$ cat src/hdl/assert_macros.svh
// Assertion macros shared by the vignette scaler RTL.
// Depends on nothing; the bodies are empty in synthesis builds.
`ifndef ASSERT_MACROS_SVH
`define ASSERT_MACROS_SVH
`ifndef SYNTHESIS
`define RVS_ASSERT_IMPL(label, clk, rst, ante, cons) \
  label: assert property (@(posedge clk) disable iff (rst) (ante) |-> (cons)) \
    else $error("implication check failed");
`define RVS_ASSERT_NEXT(label, clk, rst, ante, cons) \
  label: assert property (@(posedge clk) disable iff (rst) (ante) |=> (cons)) \
    else $error("next-cycle check failed");
`else
`define RVS_ASSERT_IMPL(label, clk, rst, ante, cons)
`define RVS_ASSERT_NEXT(label, clk, rst, ante, cons)
`endif
`endif

$ cat src/hdl/rvs_pkg.sv
// Types, widths and the square-root step function of the vignette scaler.
// Used by every module of the block; depends on nothing.
`default_nettype none
package rvs_pkg;

  localparam int POS_W       = 12;
  localparam int DIM_W       = 13;
  localparam int CHAN_W      = 8;
  localparam int RAD_W       = 42;
  localparam int ROOT_W      = 21;
  localparam int REM_W       = 24;
  localparam int Q_W         = 16;
  localparam int GAIN_W      = 18;
  localparam int SIDE_W      = 3 * CHAN_W;
  localparam int SQRT_STEPS  = 3;
  localparam int SQRT_STAGES = 7;
  localparam int DIV_STEPS   = 4;
  localparam int DIV_STAGES  = 4;
  localparam int DEF_MAX_DIM = 4096;

  localparam logic [DIM_W-1:0]  RST_WIDTH  = 13'd640;
  localparam logic [DIM_W-1:0]  RST_HEIGHT = 13'd480;
  localparam logic [GAIN_W-1:0] GAIN_ONE   = 18'd65536;
  localparam logic [GAIN_W-1:0] GAIN_TWO   = 18'd131072;
  localparam logic [CHAN_W-1:0] CHAN_MAX   = 8'd255;

  localparam logic REG_WIDTH  = 1'b0;
  localparam logic REG_HEIGHT = 1'b1;

  typedef struct packed {
    logic [POS_W-1:0]  pos_x;
    logic [POS_W-1:0]  pos_y;
    logic [CHAN_W-1:0] red_in;
    logic [CHAN_W-1:0] green_in;
    logic [CHAN_W-1:0] blue_in;
  } rvs_in_t;

  typedef struct packed {
    logic [CHAN_W-1:0] red_out;
    logic [CHAN_W-1:0] green_out;
    logic [CHAN_W-1:0] blue_out;
  } rvs_out_t;

  typedef struct packed {
    logic [REM_W-1:0]  rem;
    logic [ROOT_W-1:0] root;
  } sqrt_acc_t;

  // One digit of the bit-pair square root: bring down two radicand bits and
  // try to subtract the trial divisor.
  function automatic sqrt_acc_t sqrt_step(sqrt_acc_t a, logic [1:0] pair);
    logic [REM_W-1:0] rs;
    logic [REM_W-1:0] trial;
    sqrt_acc_t r;
    rs    = {a.rem[REM_W-3:0], pair};
    trial = {1'b0, a.root, 2'b01};
    if (rs >= trial) begin
      r.rem  = rs - trial;
      r.root = {a.root[ROOT_W-2:0], 1'b1};
    end else begin
      r.rem  = rs;
      r.root = {a.root[ROOT_W-2:0], 1'b0};
    end
    return r;
  endfunction

endpackage
`default_nettype wire

$ cat src/hdl/rvs_sqrt_pipe.sv
// Pipelined integer square root, several digits per register stage.
// Depends on rvs_pkg for widths and the digit step.
`default_nettype none
module rvs_sqrt_pipe import rvs_pkg::*; (
  input  wire logic              clk,
  input  wire logic              rst,
  input  wire logic              en,
  input  wire logic              in_vld,
  input  wire logic [RAD_W-1:0]  in_rad,
  input  wire logic [SIDE_W-1:0] in_side,
  output logic                   out_vld,
  output logic [ROOT_W-1:0]      out_root,
  output logic [SIDE_W-1:0]      out_side
);

  logic              vld  [SQRT_STAGES+1];
  logic [RAD_W-1:0]  rad  [SQRT_STAGES+1];
  sqrt_acc_t         acc  [SQRT_STAGES+1];
  logic [SIDE_W-1:0] side [SQRT_STAGES+1];

  assign vld[0]  = in_vld;
  assign rad[0]  = in_rad;
  assign acc[0]  = '0;
  assign side[0] = in_side;

  for (genvar s = 0; s < SQRT_STAGES; s++) begin : g_stage
    sqrt_acc_t        acc_next;
    logic [RAD_W-1:0] rad_next;

    always_comb begin
      acc_next = acc[s];
      rad_next = rad[s];
      for (int k = 0; k < SQRT_STEPS; k++) begin
        acc_next = sqrt_step(acc_next, rad_next[RAD_W-1 -: 2]);
        rad_next = {rad_next[RAD_W-3:0], 2'b00};
      end
    end

    always_ff @(posedge clk) begin
      if (rst) begin
        vld[s+1] <= 1'b0;
      end else if (en) begin
        vld[s+1] <= vld[s];
      end
      if (en) begin
        acc[s+1]  <= acc_next;
        rad[s+1]  <= rad_next;
        side[s+1] <= side[s];
      end
    end
  end

  assign out_vld  = vld[SQRT_STAGES];
  assign out_root = acc[SQRT_STAGES].root;
  assign out_side = side[SQRT_STAGES];

endmodule
`default_nettype wire

$ cat src/hdl/rvs_div_pipe.sv
// Pipelined restoring divider giving the Q16 fraction d/m for d below m.
// Depends on rvs_pkg for widths.
`default_nettype none
module rvs_div_pipe import rvs_pkg::*; (
  input  wire logic                clk,
  input  wire logic                rst,
  input  wire logic                en,
  input  wire logic                in_vld,
  input  wire logic [ROOT_W-1:0]   in_num,
  input  wire logic [ROOT_W-1:0]   divisor,
  input  wire logic [SIDE_W+1:0]   in_side,
  output logic                     out_vld,
  output logic [Q_W-1:0]           out_quot,
  output logic [SIDE_W+1:0]        out_side
);

  logic              vld  [DIV_STAGES+1];
  logic [ROOT_W-1:0] rem  [DIV_STAGES+1];
  logic [Q_W-1:0]    quot [DIV_STAGES+1];
  logic [SIDE_W+1:0] side [DIV_STAGES+1];

  assign vld[0]  = in_vld;
  assign rem[0]  = in_num;
  assign quot[0] = '0;
  assign side[0] = in_side;

  for (genvar s = 0; s < DIV_STAGES; s++) begin : g_stage
    logic [ROOT_W-1:0] rem_next;
    logic [Q_W-1:0]    quot_next;

    always_comb begin
      logic [ROOT_W:0] rem2;
      rem_next  = rem[s];
      quot_next = quot[s];
      for (int k = 0; k < DIV_STEPS; k++) begin
        rem2 = {rem_next, 1'b0};
        if (rem2 >= {1'b0, divisor}) begin
          rem_next  = ROOT_W'(rem2 - {1'b0, divisor});
          quot_next = {quot_next[Q_W-2:0], 1'b1};
        end else begin
          rem_next  = rem2[ROOT_W-1:0];
          quot_next = {quot_next[Q_W-2:0], 1'b0};
        end
      end
    end

    always_ff @(posedge clk) begin
      if (rst) begin
        vld[s+1] <= 1'b0;
      end else if (en) begin
        vld[s+1] <= vld[s];
      end
      if (en) begin
        rem[s+1]  <= rem_next;
        quot[s+1] <= quot_next;
        side[s+1] <= side[s];
      end
    end
  end

  assign out_vld  = vld[DIV_STAGES];
  assign out_quot = quot[DIV_STAGES];
  assign out_side = side[DIV_STAGES];

endmodule
`default_nettype wire

$ cat src/hdl/radial_vignette_scaler.sv
// Top level of the radial vignette scaler: offsets, square-root and divider
// pipelines, gain and channel scaling. Depends on rvs_pkg, rvs_sqrt_pipe,
// rvs_div_pipe and assert_macros.svh.
//
//   channel   direction  handshake             payload
//   in        into block in_valid / in_stall   rvs_in_t  (pos_x, pos_y, rgb)
//   out       from block out_valid / out_stall rvs_out_t (scaled rgb)
//   cfg       into block cfg_valid / cfg_ready cfg_index, cfg_data
//
// A pixel passes stages 1 and 2, the seven square-root and four divider
// stages, the gain stage and the output register; one pixel is taken
// every cycle while in_stall is low.
// After reset and after each configuration write the corner distance is
// recomputed one root digit a cycle, with in_stall high until it is done.
// The whole pipeline holds while a result waits under out_stall.
`default_nettype none
`include "assert_macros.svh"
module radial_vignette_scaler import rvs_pkg::*; #(
  parameter int MAX_DIM = DEF_MAX_DIM
) (
  input  wire logic             clk,
  input  wire logic             rst,
  input  wire logic             in_valid,
  output logic                  in_stall,
  input  wire rvs_in_t          in_data,
  output logic                  out_valid,
  input  wire logic             out_stall,
  output rvs_out_t              out_data,
  input  wire logic             cfg_valid,
  output logic                  cfg_ready,
  input  wire logic             cfg_index,
  input  wire logic [DIM_W-1:0] cfg_data
);

  localparam int CNT_W = $clog2(ROOT_W + 1);
  localparam int SQ_W  = 2 * POS_W + 1;

  logic              en;
  logic              busy;
  logic [DIM_W-1:0]  image_width;
  logic [DIM_W-1:0]  image_height;
  logic [DIM_W-1:0]  cfg_sat;
  logic [POS_W-1:0]  cx;
  logic [POS_W-1:0]  cy;

  // Corner distance, worked out serially.
  logic              m_load;
  logic [CNT_W-1:0]  m_cnt;
  logic [RAD_W-1:0]  m_rad;
  sqrt_acc_t         m_acc;
  logic [ROOT_W-1:0] corner;

  assign en        = !out_valid || !out_stall;
  assign busy      = m_load || (m_cnt != '0);
  assign in_stall  = !en || busy;
  assign cfg_ready = !busy;
  assign cx        = image_width[DIM_W-1:1];
  assign cy        = image_height[DIM_W-1:1];
  assign corner    = m_acc.root;
  assign cfg_sat   = ({19'b0, cfg_data} > 32'(MAX_DIM)) ? DIM_W'(MAX_DIM) : cfg_data;

  always_ff @(posedge clk) begin
    if (rst) begin
      image_width  <= RST_WIDTH;
      image_height <= RST_HEIGHT;
      m_load       <= 1'b1;
      m_cnt        <= '0;
    end else begin
      m_load <= 1'b0;
      if (cfg_valid && cfg_ready) begin
        m_load <= 1'b1;
        if (cfg_index == REG_WIDTH) begin
          image_width <= cfg_sat;
        end else begin
          image_height <= cfg_sat;
        end
      end
      if (m_load) begin
        m_cnt <= CNT_W'(ROOT_W);
      end else if (m_cnt != '0) begin
        m_cnt <= m_cnt - 1'b1;
      end
    end
  end

  always_ff @(posedge clk) begin
    if (m_load) begin
      m_rad <= {(RAD_W-16)'(32'(cx) * 32'(cx) + 32'(cy) * 32'(cy)), 16'b0};
      m_acc <= '0;
    end else if (m_cnt != '0) begin
      m_acc <= sqrt_step(m_acc, m_rad[RAD_W-1 -: 2]);
      m_rad <= {m_rad[RAD_W-3:0], 2'b00};
    end
  end

  // Stage 1: offsets from the centre.
  logic              s1_vld;
  logic [POS_W-1:0]  s1_dx;
  logic [POS_W-1:0]  s1_dy;
  logic [SIDE_W-1:0] s1_rgb;

  // Stage 2: squared distance.
  logic              s2_vld;
  logic [2*POS_W:0]  s2_sum;
  logic [SIDE_W-1:0] s2_rgb;

  always_ff @(posedge clk) begin
    if (rst) begin
      s1_vld <= 1'b0;
      s2_vld <= 1'b0;
    end else if (en) begin
      s1_vld <= in_valid && !in_stall;
      s2_vld <= s1_vld;
    end
    if (en) begin
      s1_dx  <= (in_data.pos_x >= cx) ? in_data.pos_x - cx : cx - in_data.pos_x;
      s1_dy  <= (in_data.pos_y >= cy) ? in_data.pos_y - cy : cy - in_data.pos_y;
      s1_rgb <= {in_data.red_in, in_data.green_in, in_data.blue_in};
      s2_sum <= SQ_W'(s1_dx) * SQ_W'(s1_dx) + SQ_W'(s1_dy) * SQ_W'(s1_dy);
      s2_rgb <= s1_rgb;
    end
  end

  logic              sq_vld;
  logic [ROOT_W-1:0] sq_root;
  logic [SIDE_W-1:0] sq_rgb;

  rvs_sqrt_pipe u_sqrt (
    .clk     (clk),
    .rst     (rst),
    .en      (en),
    .in_vld  (s2_vld),
    .in_rad  ({RAD_W'({s2_sum, 16'b0})}),
    .in_side (s2_rgb),
    .out_vld (sq_vld),
    .out_root(sq_root),
    .out_side(sq_rgb)
  );

  // A distance at or past the corner gives a ratio of one or more: gain zero (gain one if the corner is 0).
  logic              dv_vld;
  logic [Q_W-1:0]    dv_quot;
  logic [SIDE_W+1:0] dv_side;

  rvs_div_pipe u_div (
    .clk     (clk),
    .rst     (rst),
    .en      (en),
    .in_vld  (sq_vld),
    .in_num  (sq_root),
    .divisor (corner),
    .in_side ({corner == '0, sq_root >= corner, sq_rgb}),
    .out_vld (dv_vld),
    .out_quot(dv_quot),
    .out_side(dv_side)
  );

  // Gain stage.
  logic              g_vld;
  logic [GAIN_W-1:0] g_gain;
  logic [SIDE_W-1:0] g_rgb;

  always_ff @(posedge clk) begin
    if (rst) begin
      g_vld <= 1'b0;
    end else if (en) begin
      g_vld <= dv_vld;
    end
    if (en) begin
      g_rgb <= dv_side[SIDE_W-1:0];
      if (dv_side[SIDE_W+1]) begin
        g_gain <= GAIN_ONE;
      end else if (dv_side[SIDE_W]) begin
        g_gain <= '0;
      end else begin
        g_gain <= GAIN_TWO - {1'b0, dv_quot, 1'b0};
      end
    end
  end

  function automatic logic [CHAN_W-1:0] scale_chan(logic [CHAN_W-1:0] c,
                                                   logic [GAIN_W-1:0] g);
    logic [CHAN_W+GAIN_W-1:0] p;
    p = {{GAIN_W{1'b0}}, c} * {{CHAN_W{1'b0}}, g};
    return (p[CHAN_W+GAIN_W-1:16] > {2'b0, CHAN_MAX}) ? CHAN_MAX : p[23:16];
  endfunction

  always_ff @(posedge clk) begin
    if (rst) begin
      out_valid <= 1'b0;
    end else if (en) begin
      out_valid <= g_vld;
    end
    if (en) begin
      out_data.red_out   <= scale_chan(g_rgb[23:16], g_gain);
      out_data.green_out <= scale_chan(g_rgb[15:8], g_gain);
      out_data.blue_out  <= scale_chan(g_rgb[7:0], g_gain);
    end
  end

  `RVS_ASSERT_IMPL(a_busy_stalls, clk, rst, busy, in_stall && !cfg_ready)
  `RVS_ASSERT_NEXT(a_cfg_starts, clk, rst, cfg_valid && cfg_ready, busy)
  `RVS_ASSERT_NEXT(a_hold_out, clk, rst, out_valid && out_stall, out_valid)

endmodule
`default_nettype wire

$ cat config.mk
export PLATFORM = sky130hd
export DESIGN_NAME = radial_vignette_scaler
export DESIGN_NICKNAME = d
export VERILOG_FILES = /design/src/hdl/rvs_pkg.sv /design/src/hdl/rvs_sqrt_pipe.sv /design/src/hdl/rvs_div_pipe.sv /design/src/hdl/radial_vignette_scaler.sv
export VERILOG_INCLUDE_DIRS = /design/src /design/src/hdl
export SDC_FILE = /design/constraint.sdc
export NUM_CORES = 2
export LEC_CHECK = 0
export ABC_AREA = 1
export BUFFER_PORTS_ARGS = -buffer_cell sky130_fd_sc_hd__buf_2
export CAP_MARGIN = 20
export CELL_PAD_IN_SITES_DETAIL_PLACEMENT = 1
export CELL_PAD_IN_SITES_GLOBAL_PLACEMENT = 1
export CORE_MARGIN = 3
export CORE_UTILIZATION = 30
export DETAILED_ROUTE_END_ITERATION = 10
export GPL_ROUTABILITY_DRIVEN = 0
export PLACE_DENSITY_LB_ADDON = 0.1
export SYNTH_ARGS = -nofsm -noshare
export SYNTH_HDL_FRONTEND = slang
export SYNTH_SLANG_ARGS = --single-unit
$ cat constraint.sdc
create_clock -name clk -period 26.5 [get_ports clk]
set_input_delay 2.65 -clock clk [delete_from_list [all_inputs] [get_ports clk]]
set_output_delay 2.65 -clock clk [all_outputs]
set_load 0.01 [all_outputs]
==> summary.txt <==
=====================================================================================
Status                                                                   finished, final reports clean
Largest net degree at the start of global routing                                  87
Area growth syn-to-layout                                                      9.516%
Htree depth                                                                         3
Crit path max-delay family                                               simple AND/OR/NAND/NOR gates
CP max-delay cell                                                        sky130_fd_sc_hd__nor2_2
Antenna violations before repair                                                   10
Net Count, Synth                                                                13750
Top-level port count                                                               94
Count of nets left with antenna violations after detail routing                     0
Part of the Yosys area used for sequential elements                            27.37%
Final-layout fill cell count                                                    38250
Port Buffer Count                                                                  93
GRT Residual Overflow                                                               0
Count of routing violations after the opening detailed-route iteration           3502
Met2 wire length                                                            150200 um
MaxCap Viol Count                                                                   0
Largest stage delay on the critical path                                       660 ps
Initial DRT Pass Iterations                                                         5
EDFF count, synth                                                                 819
Final nets                                                                      13800
Aggregate global-route resource usage                                          18.81%
Detailed route wirelength on metal3                                           7155 um
Startpoint type of the worst setup path                                          flop
Vias                                                                            79230
Category of the critical setup timing path                                    reg2reg
YS warnings                                                                         0
Std-Cell Core Area                                                        318800 um^2
Most numerous cell types in the synthesized netlist                      2975 x sky130_fd_sc_hd__nand2_1, 2033 x sky130_fd_sc_hd__inv_1, 988 x sky130_fd_sc_hd__ha_1
Final Critical Period                                                        13140 ps
Final max-slew violation count                                                      0
Clk sinks                                                                         907
Clock buffer depth                                                                  4
# Post-CTS Setup Buffers                                                            0
Die H                                                                        572.6 um
Initial core utilization                                                       30.20%
Count of instances resized after the clock tree is built                            0
Total buffers and inverters traversed by the critical path                          9
CP Capture Type                                                                  flop
Synthesized area                                                           96300 um^2
Synth Instances                                                                 12020
Clock-pin slew on the worst setup and hold paths                                60 ps
Ratio of cells with drive above 1 in the final layout                          5.353%
Buffer cell driving the clock tree root                                  sky130_fd_sc_hd__clkbuf_16
RSZ-0062 raised after global routing                                            false
Clock latency at the later pin of the worst-skew pair                          890 ps
Fmax                                                                        76.09 MHz
Top-area cell type share of the netlist area                                   25.54%
Fraction of registers with async set or reset after synthesis                      0%
Avg WL per Cell                                                              18.88 um
Library cell with the highest instance count after synthesis             sky130_fd_sc_hd__nand2_1
Min-Delay Path Class                                                          reg2reg
Number of endpoints with negative hold slack in the final report                    0
Critical Path RT                                                             27060 ps
Global-route wire length before repair                                      489700 um
Flip-flop and latch count after synthesis                                         907
Setup-violating endpoint count in the final report                                  0
Post-synthesis area per instance                                           8.015 um^2
Via density per instance                                                        4.818
Post-route clock skew                                                        115.9 ps
Cell types occupying the most area after synthesis                       sky130_fd_sc_hd__edfxtp_1 26%, sky130_fd_sc_hd__fa_1 14%, sky130_fd_sc_hd__ha_1 13%, sky130_fd_sc_hd__nand2_1 12%, sky130_fd_sc_hd__inv_1 7.9%
Arr. time, crit path                                                         13700 ps
Detailed-route DRC error count                                                      0
Cell type contributing the most total cell area after synthesis          sky130_fd_sc_hd__edfxtp_1
Top_reg_cell synth                                                       sky130_fd_sc_hd__edfxtp_1
Clock buffers created by TritonCTS                                                117
Crit-path max FO                                                                   27
Number of global-route vias before repair                                       85620
Ratio of final minimum period to clock period                                  49.59%
Setup TNS                                                                        0 ps
Wire length on met1                                                         146600 um
Final wirelength                                                            310600 um
Die Outline Area                                                          327800 um^2
Horizontal die dimension                                                     572.6 um
HPWL after detailed placement                                               250100 um
Most used cell along the critical path                                   sky130_fd_sc_hd__nand2_1
Slew margin rel.                                                               28.67%
Worst Tran Pin Value                                                          1070 ps
TritonCTS clock tree                                                              yes
FP Rows                                                                           207
Uppermost layer routed                                                           met4
Number of distinct library cells after synthesis                                   74
Post-cts hold buffer count                                                          0
=====================================================================================
## layer usage
metal	vias to the layer above	global-route usage [%]
met2	747	33.11
met3	270	1.390
met5	-	0
met4	0	4.036
met1	39110	25.14
li1	39110	-
## kinds of logic (layout without fill, tap and decap cells)
kind of cell               count (synthesis)  count (layout)  synth area share (%)
xor gates and xnor gates                 564             564                 5.130
and+or+nand+nor                         4662            4662                 20.43
muxes                                     11              11                0.1156
buffers and inverters                   2355            2501                 9.378
AOI/OAI and AO/OA                       1849            1849                 10.63
adders and majority gates               1667            1667                 26.95
DFF                                      907             907                 27.37
other                                      0               2                     0
## flip-flops by register name (all words and copies together), names as in the netlist, 16 cells and up
register                 count
g_gain                      17
corner                      21
u_sqrt.out_side             24
u_div.out_quot              16
u_sqrt.acc                 191
u_sqrt.out_root             21
s2_sum                      25
g_rgb                       24
m_rad                       26
u_sqrt.rad                  20
s1_rgb                      24
s2_rgb                      24
out_data                    24
m_acc                       22
u_sqrt.g_stage.rad_next     24
u_sqrt.side                144
u_div.out_side              26
u_div.quot                  24
u_div.rem                   63
u_div.side                  78
## final cells by class
class	instances	area, um^2	share of cell area [%]
multi-input cells	8753	60930	57.77
flip-flops and latches	907	26360	24.99
inverters	2075	7794	7.390
well taps	4284	5360	5.082
clock buffers	151	3075	2.916
repair buffers	214	1419	1.345
clock inverters	61	524.3	0.4971
diodes	2	5.005	0.004746
## worst register-to-register path, delay by kind of cell (launching register included)
family / cells / cell delay, ps
flip-flops: 1 / 310
AND/OR/NAND/NOR: 28 / 4520
adder cells (fa/ha/maj): 4 / 1380
AO/OA/AOI/OAI: 19 / 4000
buffers and inverters: 9 / 2630
## path summary, 6_finish.rpt
path | startpoint | endpoint | slack, ps | cells after the start
worst max-delay path | corner[7] | u_div.rem[59] | 13360 | 60
worst min-delay path | u_div.side[54] | u_div.side[28] | 400 | 0
worst max register to register | corner[7] | u_div.rem[59] | 13360 | 60
worst min register to register | u_div.side[54] | u_div.side[28] | 400 | 0
## layout by cell type, fill, tap and decap left out, types with 21 or more instances in the layout
master	instances
sky130_fd_sc_hd__nand2_1	2974
sky130_fd_sc_hd__inv_1	2031
sky130_fd_sc_hd__ha_1	988
sky130_fd_sc_hd__edfxtp_1	819
sky130_fd_sc_hd__a21oi_1	748
sky130_fd_sc_hd__o21ai_0	696
sky130_fd_sc_hd__fa_1	679
sky130_fd_sc_hd__nor2_1	653
sky130_fd_sc_hd__nand3_1	534
sky130_fd_sc_hd__xor2_1	318
sky130_fd_sc_hd__xnor2_1	246
sky130_fd_sc_hd__clkbuf_16	117
sky130_fd_sc_hd__buf_4	115
sky130_fd_sc_hd__nand4_1	111
sky130_fd_sc_hd__nor3_1	100
sky130_fd_sc_hd__buf_2	94
sky130_fd_sc_hd__dfxtp_1	87
sky130_fd_sc_hd__a21o_1	49
sky130_fd_sc_hd__nor2_2	45
sky130_fd_sc_hd__a31oi_1	45
sky130_fd_sc_hd__o211ai_1	44
sky130_fd_sc_hd__nand2_2	44
sky130_fd_sc_hd__o21ai_1	42
sky130_fd_sc_hd__nor4_1	39
sky130_fd_sc_hd__inv_2	37
sky130_fd_sc_hd__or2_2	37
sky130_fd_sc_hd__nand3b_1	35
sky130_fd_sc_hd__clkbuf_1	32
sky130_fd_sc_hd__o21bai_1	31
sky130_fd_sc_hd__nand3_2	31
sky130_fd_sc_hd__o22ai_1	25
sky130_fd_sc_hd__o21a_1	22
sky130_fd_sc_hd__o31ai_1	21
## through the flow
stage / cells / setup slack (ps) / cell area [um^2] / hold slack (ps) / utilization [%]
floorplan: 12020 / 9910 / 96300 / 400.3 / -
finish: 16450 / 13360 / 105500 / 396.6 / 33.08
global route: 16450 / 11780 / 105500 / 373.1 / 33.08
detailed placement: 16230 / 13310 / 101800 / 405.2 / 31.92
global placement: 16230 / 13580 / 101800 / 400.3 / 31.92
CTS: 16440 / 13250 / 105400 / 373.0 / 33.05
Power is not shown: default switching activity piles up to over one toggle a cycle in this logic, so the estimate is an artifact.
